<file path="src/ttcb_pkg.sv">
// ----------------------------------------------------------------------------
// ttcb_pkg
// Shared types and fixed codes of the character-cell text terminal.
// ----------------------------------------------------------------------------
`default_nettype none

package ttcb_pkg;

  // Input beat
  typedef struct packed {
    logic [1:0] mode;
    logic [7:0] code;
    logic [7:0] repeat_count;
    logic [6:0] read_col;
    logic [5:0] read_row;
  } in_item_t;

  // Result beat
  typedef struct packed {
    logic [6:0] caret_col;
    logic [5:0] caret_row;
    logic [7:0] cell_value;
  } out_item_t;

  // Item modes
  localparam logic [1:0] MODE_CHAR = 2'd0;
  localparam logic [1:0] MODE_NAV  = 2'd1;
  localparam logic [1:0] MODE_READ = 2'd2;

  // Control characters
  localparam logic [7:0] CH_BS    = 8'h08;
  localparam logic [7:0] CH_TAB   = 8'h09;
  localparam logic [7:0] CH_LF    = 8'h0A;
  localparam logic [7:0] CH_CR    = 8'h0D;
  localparam logic [7:0] CH_ESC   = 8'h1B;
  localparam logic [7:0] CH_SPACE = 8'h20;

  // Navigation keys
  localparam logic [7:0] KEY_HOME   = 8'd0;
  localparam logic [7:0] KEY_END    = 8'd1;
  localparam logic [7:0] KEY_TOP    = 8'd2;
  localparam logic [7:0] KEY_BOTTOM = 8'd3;
  localparam logic [7:0] KEY_LEFT   = 8'd4;
  localparam logic [7:0] KEY_RIGHT  = 8'd5;
  localparam logic [7:0] KEY_UP     = 8'd6;
  localparam logic [7:0] KEY_DOWN   = 8'd7;
  localparam logic [7:0] KEY_DEL    = 8'd8;

  // Configuration register indexes
  localparam int         CFG_IW   = 2;
  localparam logic [1:0] CFG_COLS = 2'd0;
  localparam logic [1:0] CFG_ROWS = 2'd1;

  // Tab stops every 2**TAB_BITS columns
  localparam int TAB_BITS = 3;

  // Operand width of the step unit: holds any column or row count
  localparam int OPW = 9;

  typedef struct packed {
    logic [OPW-1:0] val;
    logic [OPW-1:0] lim;
  } step_op_t;

  typedef struct packed {
    logic [OPW-1:0] inc;     // val + 1
    logic [OPW-1:0] dec;     // val - 1
    logic [OPW-1:0] lim_m1;  // lim - 1
    logic           wrap;    // val + 1 >= lim
    logic           zero;    // val == 0
  } step_res_t;

endpackage

`default_nettype wire

</file>
<file path="src/ttcb_step.sv">
// ----------------------------------------------------------------------------
// ttcb_step
// Shared step unit: increment, decrement and limit compare of one position.
// ----------------------------------------------------------------------------
`default_nettype none

module ttcb_step (
  input  wire ttcb_pkg::step_op_t  op,
  output ttcb_pkg::step_res_t      res
);

  import ttcb_pkg::*;

  always_comb begin
    res.inc    = op.val + OPW'(1);
    res.dec    = op.val - OPW'(1);
    res.lim_m1 = op.lim - OPW'(1);
    res.wrap   = (op.val + OPW'(1)) >= op.lim;
    res.zero   = (op.val == '0);
  end

endmodule

`default_nettype wire

</file>
<file path="config.mk">
export PLATFORM = sky130hd
export DESIGN_NAME = ttcb_step
export DESIGN_NICKNAME = d
export VERILOG_FILES = /design/src/ttcb_pkg.sv /design/src/ttcb_step.sv
export SDC_FILE = /design/constraint.sdc
export NUM_CORES = 1
export LEC_CHECK = 0
export BUFFER_PORTS_ARGS = -buffer_cell sky130_fd_sc_hd__buf_2
export CAP_MARGIN = 20
export CORE_ASPECT_RATIO = 1.5
export CORE_MARGIN = 10
export CORE_UTILIZATION = 30
export DETAILED_ROUTE_END_ITERATION = 10
export PLACE_DENSITY = 0.64
export SYNTH_ARGS = -nofsm -noshare
export SYNTH_HDL_FRONTEND = slang
export SYNTH_SLANG_ARGS = --single-unit
</file>
<file path="constraint.sdc">
create_clock -name vclk -period 4.1
set_clock_uncertainty 0.1 [all_clocks]
set_input_delay 1.23 -clock vclk [all_inputs]
set_output_delay 1.23 -clock vclk [all_outputs]
set_load 0.02 [all_outputs]
</file>
==> results.sh, run 1 <==
export IMPL_status="finished clean"
export IMPL_die_area_mm2=0.00451
export IMPL_path_depth=11
export IMPL_path_cells="buf_6 > ha_4 > nand2_4 > nor2_4 > nand3_4 > xnor2_4 > ha_4 > buf_4 > a211oi_2 > o21ai_2 > buf_6"
export IMPL_fin_crit_ns=4.09
export IMPL_io_pins=47
export IMPL_post_route_period_util_pct=99.9
export IMPL_cp_top_family="adder cells"
export IMPL_fin_nets=186
export IMPL_critPathMaxStageDelay_ns=0.23
export IMPL_grt_overflow=0
export IMPL_post_dp_hpwl_mm=1.99
export IMPL_synth_nets=120
export IMPL_routedWlPerCell_um=12.9
export IMPL_vias_per_cell=4.63
export IMPL_rsz0062_at_grt="yes"
export IMPL_grt_max_degree=7
export IMPL_cp_arrival_ns=2.76
export IMPL_start_util_pct=32.1
export IMPL_power_per_cell_area_mw_per_mm2=124
export IMPL_dr_total_vias=811
export IMPL_drt_pass1_iter_count=2
export IMPL_drc=0
export IMPL_fin_ws_ns=0.00566
export IMPL_layout_commonest_cell="buf_2"
export IMPL_gp_congestion=0.718
export IMPL_place_ws_ns=-0.199
export IMPL_portBuffers=47
export IMPL_syn_inst=89
export IMPL_slowest_stage="ha_4"
export IMPL_core_area_mm2=0.00205
export IMPL_hp_class="input pin to output port"
export IMPL_report_final_setup_viol=0
export IMPL_cap_violations=0
export IMPL_grt_first_pass_wirelength_mm=3.70
export IMPL_startpoint="op[10]"
export IMPL_critPathRequiredTime_ns=2.77
export IMPL_syn_to_final_growth_pct=91.3
export IMPL_tns_ns=0
export IMPL_seq_area_um2=0
export IMPL_design_seq_count=0
export IMPL_cts_hold_buf=0
export IMPL_maxSlewHeadroom_pct=84.2
export IMPL_grt_pass1_vias=867
export IMPL_synth_seq_area_share_pct=0
export IMPL_yosysUniqueCellTypes=25
export IMPL_syn_area_per_cell_um2=7.39
export IMPL_power_leakage_nw=0.647
export IMPL_final_cell_mix="buf_2, buf_4, inv_1"
export IMPL_slew_viol_final=0
export IMPL_grt_usage_pct=9.36
export IMPL_drt_iter0_drc=1
export IMPL_tightest_slew_ns=0.235
export IMPL_n_clock_buffer=0
export IMPL_crit_end="res[1]"
export IMPL_antenna_left=0
export IMPL_start_kind="input pin"
export IMPL_peakVddDrop_mv=0.0557
export IMPL_drive_above_1_share_pct=62.1
export IMPL_die_x_um=58.2
export IMPL_syn_area_um2=658
export IMPL_hold_viol_final=0
export IMPL_yosysWarnings=0
export IMPL_n_antenna_cell=0
export IMPL_cp_max_fo=3
export IMPL_crit_path_end_kind="output port"
export IMPL_fmax_mhz=244
export IMPL_worstSetupPathType="input pin to output port"
export IMPL_num_rows=20
export IMPL_die_height_um=77.4
export IMPL_drt_wl_total_mm=2.25
export IMPL_antenna_found_initial=0
export IMPL_cp_num_buf_inv=3
==> logic make-up after synthesis <==
kind of cell	Yosys count	synth area share (%)
AO/OA/AOI/OAI	8	7.42
XOR/XNOR	20	26.6
adder cells (fa/ha/maj)	13	24.7
buffers and inverters	18	12.5
AND/OR/NAND/NOR	30	28.7
==> where the power goes <==
part | internal, mW | leakage, nW | total (mW) | switching (mW)
clock network | 0 | 0 | 0 | 0
logic | 0.0704 | 0.647 | 0.156 | 0.0856
registers | 0 | 0 | 0 | 0
==> layout make-up <==
cell class,instances,area [um^2]
fill,191,793
multi-input combinational,71,737
timing repair buffer,69,445
inverter,13,48.8
tap,22,27.5
==> metal layers <==
metal | global-route usage, % | vias up | part of all wire, %
met5 | 0 | - | 0
met4 | 0 | 0 | 0
met3 | 0.814 | 0 | 3.6
met2 | 21.0 | 17 | 65
met1 | 8.62 | 369 | 32
li1 | - | 425 | -
==> cells in the mapped netlist <==
master    number  area share (%)
xor2_1         8              11
nor2b_1        1            0.95
buf_4          1             1.1
inv_1         13             7.4
nor4_2         2             3.8
a21oi_1        2             1.5
a21o_1         1             1.1
and4b_1        1             1.5
nand4_1        1            0.95
nand2_1        5             2.9
a211oi_1       1             1.1
ha_1          13              25
buf_2          2             1.5
nand3_2        2             3.0
a31oi_1        1            0.95
nor2_4         1             1.7
o21ai_0        2             1.5
nor3_2         2             3.0
xnor2_1       12              16
clkbuf_2       1            0.76
nor3_1         4             3.0
nor2_1         3             1.7
o31ai_1        1             1.1
buf_6          1             1.7
nand3_1        8             6.1
==> through the flow <==
step                area (um^2)  hold slack (ns)  utilization [%]  cells  power (mW)
floorplan                   749             2.43                -     89      0.0838
global placement           1080             2.68             52.5    167       0.133
detailed placement         1080             2.69             52.5    167       0.136
CTS                        1180             2.69             57.6    172       0.149
global route               1260             2.69             61.3    175       0.170
finish                     1260             2.68             61.3    175       0.156
==> how the worst min path moves through the flow <==
stage                         end  slack (ns)  cells after the start  startpoint
after floorplan           res[27]        2.43                      1      op[16]
after global placement     res[7]        2.68                      3       op[5]
after detailed placement   res[7]        2.69                      3       op[5]
after CTS                  res[7]        2.69                      3       op[5]
after global routing       res[7]        2.69                      3       op[5]
final                      res[7]        2.68                      3       op[5]
==> timing repair <==
action	4_1_cts	5_1_grt
hold endpoints to repair	0	0
endpoints found under the setup margin	1	1
buffers inserted	5	3
pin swaps	15	15
gates resized for setup	14	15
Note: power is estimated with default switching activity, not from simulation.
==> inputs of run 2 (changes only) <==
- MAX_ROUTING_LAYER: not set -> met4
- TNS_END_PERCENT: not set -> 1
==> run 2 against run 1 <==
  * Die area unchanged
  * Critical path type unchanged
  * Highest routed layer unchanged
  * Critical endpoint unchanged
  * Hold slack unchanged
  * First-iteration DRC count unchanged
==> results.sh, run 2 (synthesized netlist as in run 1, its figures left out) <==
export IMPL_status="finished clean"
export IMPL_tns_ns=0
export IMPL_drt_wl_total_mm=2.25
export IMPL_gp_congestion=0.726
export IMPL_design_power_total_uw=156
export IMPL_post_route_period_util_pct=99.9
export IMPL_layout_commonest_cell="buf_2"
export IMPL_cp_max_fo=3
export IMPL_min_from="op[5]"
export IMPL_n_clock_buffer=0
export IMPL_fmax_mhz=244
export IMPL_die_height_um=77.4
export IMPL_slew_viol_final=0
export IMPL_num_rows=20
export IMPL_fin_crit_ns=4.09
export IMPL_io_pins=47
export IMPL_vias_per_cell=4.63
export IMPL_grt_pass1_vias=867
export IMPL_n_antenna_cell=0
export IMPL_die_x_um=58.2
export IMPL_start_util_pct=32.1
export IMPL_rsz0062_at_grt="yes"
export IMPL_crit_path_end_kind="output port"
export IMPL_final_util_pct=61.3
export IMPL_portBuffers=47
export IMPL_drt_iter0_drc=1
export IMPL_power_per_cell_area_mw_per_mm2=124
export IMPL_grt_overflow=0
export IMPL_dr_total_vias=811
export IMPL_cap_violations=0
export IMPL_cts_hold_buf=0
export IMPL_peakVddDrop_mv=0.0557
export IMPL_tightest_slew_ns=0.235
export IMPL_report_final_setup_viol=0
export IMPL_start_kind="input pin"
export IMPL_slowest_stage="ha_4"
export IMPL_grt_usage_pct=9.62
export IMPL_seq_area_um2=0
export IMPL_fin_nets=186
export IMPL_antenna_found_initial=0
export IMPL_fillers=191
export IMPL_core_area_mm2=0.00205
export IMPL_drt_pass1_iter_count=2
export IMPL_worstSetupPathType="input pin to output port"
export IMPL_critPathRequiredTime_ns=2.77
export IMPL_design_seq_count=0
export IMPL_path_cells="buf_6 > ha_4 > nand2_4 > nor2_4 > nand3_4 > xnor2_4 > ha_4 > buf_4 > a211oi_2 > o21ai_2 > buf_6"
export IMPL_cp_arrival_ns=2.76
export IMPL_grt_first_pass_wirelength_mm=3.70
export IMPL_hold_viol_final=0
export IMPL_cp_num_buf_inv=3
export IMPL_routedWlPerCell_um=12.8
export IMPL_power_leakage_nw=0.647
export IMPL_cp_top_family="adder cells"
export IMPL_syn_to_final_growth_pct=91.3
export IMPL_drc=0
export IMPL_startpoint="op[10]"
export IMPL_maxSlewHeadroom_pct=84.2
export IMPL_hp_class="input pin to output port"
export IMPL_grt_max_degree=7
export IMPL_final_cell_mix="buf_2, buf_4, inv_1"
export IMPL_die_area_mm2=0.00451
export IMPL_post_dp_hpwl_mm=1.99
export IMPL_drive_above_1_share_pct=62.1
export IMPL_critPathMaxStageDelay_ns=0.23
export IMPL_antenna_left=0
-- run 2: cell counts in the layout (fill, tap and decap cells not counted) --
No cell type changed its count.
-- run 2: path summary, 6_finish.rpt --
kind,end,depth (start not counted)
max,res[1],11
min,res[7],3
-- run 2: what timing repair did --
action | CTS | global route
endpoints found under the setup margin | 1 | 1
gates resized for setup | 14 | 15
setup buffers | 5 | 3
endpoints found under the hold margin | 0 | 0
pin swaps | 15 | 15
-- run 2: tightest hold or removal path: cells and delay by family --
| family | cells | cell delay, ns |
|---|---|---|
| buffers and inverters | 2 | 0.26 |
| xor gates and xnor gates | 1 | 0.06 |
-- run 2: report_power, final --
group / total (mW) / internal [mW] / switching (mW)
clock network: 0 / 0 / 0
logic: 0.156 / 0.0704 / 0.0856
registers: 0 / 0 / 0
total: 0.156 / 0.0704 / 0.0856
-- run 2: final cells by class --
cell class | count | area (um^2) | area share [%]
Inverter | 13 | 48.8 | 3.88
Tap cell | 22 | 27.5 | 2.19
Multi-Input combinational cell | 71 | 737 | 58.5
Timing Repair Buffer | 69 | 445 | 35.4
-- run 2: routing by layer --
metal / GRT usage [%] / up-vias / wire length, um
li1: - / 425 / -
met1: 8.72 / 369 / 732
met2: 21.0 / 17 / 1450
met3: 0.651 / 0 / 62
met4: 0 / 0 / 0
met5: - / - / 0
-- run 2: metrics by stage --
step           worst slack, ns  instance area [um^2]  hold slack [ns]  std cells
4_1_cts                0.00754                  1180             2.69        172
6_report               0.00554                  1260             2.68        175
2_1_floorplan           0.0148                   749             2.43         89
3_5_place_dp            -0.199                  1080             2.69        167
5_1_grt                -0.0671                  1260             2.69        175
3_3_place_gp            -0.126                  1080             2.68        167
==> inputs of run 3 (changes only) <==
- GPL_TIMING_DRIVEN: not set -> 0
==> run 3 against run 2 <==
  * Maximum frequency is 0.73% higher
  * Non-clock buffer count is 12 lower
  * Cell count is 6.9% lower
  * Routed wire length is 3.1% lower
  * Largest cell class unchanged
  * Global-route usage is 1.4 points lower
  * Highest routed layer unchanged
  * Cell area is 5.2% lower
==> results.sh, run 3 (synthesized netlist as in run 1, its figures left out) <==
export IMPL_final_cell_mix="buf_2, inv_1, buf_4"
export IMPL_drive_above_1_share_pct=60.3
export IMPL_die_area_mm2=0.00451
export IMPL_grt_pass1_vias=737
export IMPL_grt_max_degree=8
export IMPL_dr_total_vias=766
export IMPL_start_kind="input pin"
export IMPL_dpl_cell_count=154
export IMPL_core_area_mm2=0.00205
export IMPL_gp_congestion=0.750
export IMPL_cp_max_fo=3
export IMPL_post_dp_hpwl_mm=1.88
export IMPL_critPathRequiredTime_ns=2.77
export IMPL_worstSetupPathType="input pin to output port"
export IMPL_slew_viol_final=0
export IMPL_grt_overflow=0
export IMPL_post_route_period_util_pct=99.1
export IMPL_min_to="res[7]"
export IMPL_fmax_mhz=246
export IMPL_num_rows=20
export IMPL_drt_pass1_iter_count=2
export IMPL_drc=0
export IMPL_n_antenna_cell=0
export IMPL_grt_first_pass_wirelength_mm=3.13
export IMPL_design_seq_count=0
export IMPL_design_power_total_uw=151
export IMPL_vias_per_cell=4.70
export IMPL_report_final_setup_viol=0
export IMPL_stdcell_area_mm2=0.00119
export IMPL_fin_crit_ns=4.06
export IMPL_peakVddDrop_mv=0.0563
export IMPL_power_leakage_nw=0.587
export IMPL_drt_wl_total_mm=2.18
export IMPL_n_clock_buffer=0
export IMPL_io_pins=47
export IMPL_fin_nets=174
export IMPL_start_util_pct=32.1
export IMPL_die_x_um=58.2
export IMPL_antenna_found_initial=0
export IMPL_tightest_slew_ns=0.261
export IMPL_drt_iter0_drc=5
export IMPL_layout_commonest_cell="buf_2"
export IMPL_maxSlewHeadroom_pct=82.5
export IMPL_cap_violations=0
export IMPL_antenna_left=0
export IMPL_min_from="op[5]"
export IMPL_crit_path_end_kind="output port"
export IMPL_syn_to_final_growth_pct=81.4
export IMPL_final_cells=163
export IMPL_status="finished clean"
export IMPL_placed_area_um2=992
export IMPL_grt_usage_pct=8.24
export IMPL_routedWlPerCell_um=13.4
export IMPL_cp_arrival_ns=2.73
export IMPL_power_per_cell_area_mw_per_mm2=126
export IMPL_die_height_um=77.4
export IMPL_portBuffers=43
export IMPL_seq_area_um2=0
export IMPL_final_util_pct=58.2
export IMPL_tns_ns=0
export IMPL_rsz0062_at_grt="yes"
export IMPL_hold_viol_final=0
export IMPL_min_path_cells=3
export IMPL_hp_class="input pin to output port"
-- run 3: changes by cell type in the layout (fill, tap and decap cells not counted), sizes merged --
cell,previous run,this run
buf,69,55
clkbuf,0,2
clkinvlp,0,1
inv,13,12
-- run 3: metal layers --
metal | global-route usage [%] | wire (um)
met3 | 0.814 | 84
met1 | 6.96 | 736
met5 | - | 0
met2 | 18.2 | 1360
met4 | 0.472 | 0
-- run 3: worst max-delay path, cell delays in order --
cell and delay, ns:
buf_8 0.09, ha_4 0.14, nand2_4 0.05, nor2_4 0.13
nand3_4 0.11, xnor2_4 0.21, ha_4 0.24, buf_4 0.13
a211oi_2 0.19, o21ai_2 0.08, buf_6 0.13
-- run 3: area by class of cell --
type               count  area, um^2
repair buffers        52         315
multi-input cells     71         756
plain buffers          5        42.5
inverters             13        52.6
fillers              186         858
well taps             22        27.5
-- run 3: what timing repair did --
| item | CTS | global route |
|---|---|---|
| endpoints found under the hold margin | 0 | 0 |
| setup endpoints to repair | 1 | 1 |
| setup buffers | 2 | 7 |
| pin swaps | 7 | 11 |
| gates resized for setup | 11 | 17 |
| hold buffers | 0 | 0 |
-- run 3: worst max path at each step --
| stage | start | to | slack, ns | cells past startpoint |
|---|---|---|---|---|
| floorplan | op[14] | res[1] | 0.01 | 10 |
| global placement | op[9] | res[1] | -0.21 | 12 |
| detailed placement | op[9] | res[1] | -0.24 | 12 |
| CTS | op[13] | res[1] | 0.01 | 11 |
| global route | op[10] | res[1] | -0.06 | 11 |
| finish | op[10] | res[1] | 0.04 | 11 |
-- run 3: power by group --
group / switching [mW] / leakage, nW / internal [mW]
clock network: 0 / 0 / 0
logic: 0.0859 / 0.587 / 0.0651
registers: 0 / 0 / 0
total: 0.0859 / 0.587 / 0.0651
-- run 3: stage by stage --
step | setup slack, ns | hold slack [ns]
after floorplan | 0.0148 | 2.43
after global placement | -0.211 | 2.68
after detailed placement | -0.239 | 2.69
after CTS | 0.0118 | 2.69
after global routing | -0.0589 | 2.69
final | 0.0351 | 2.68
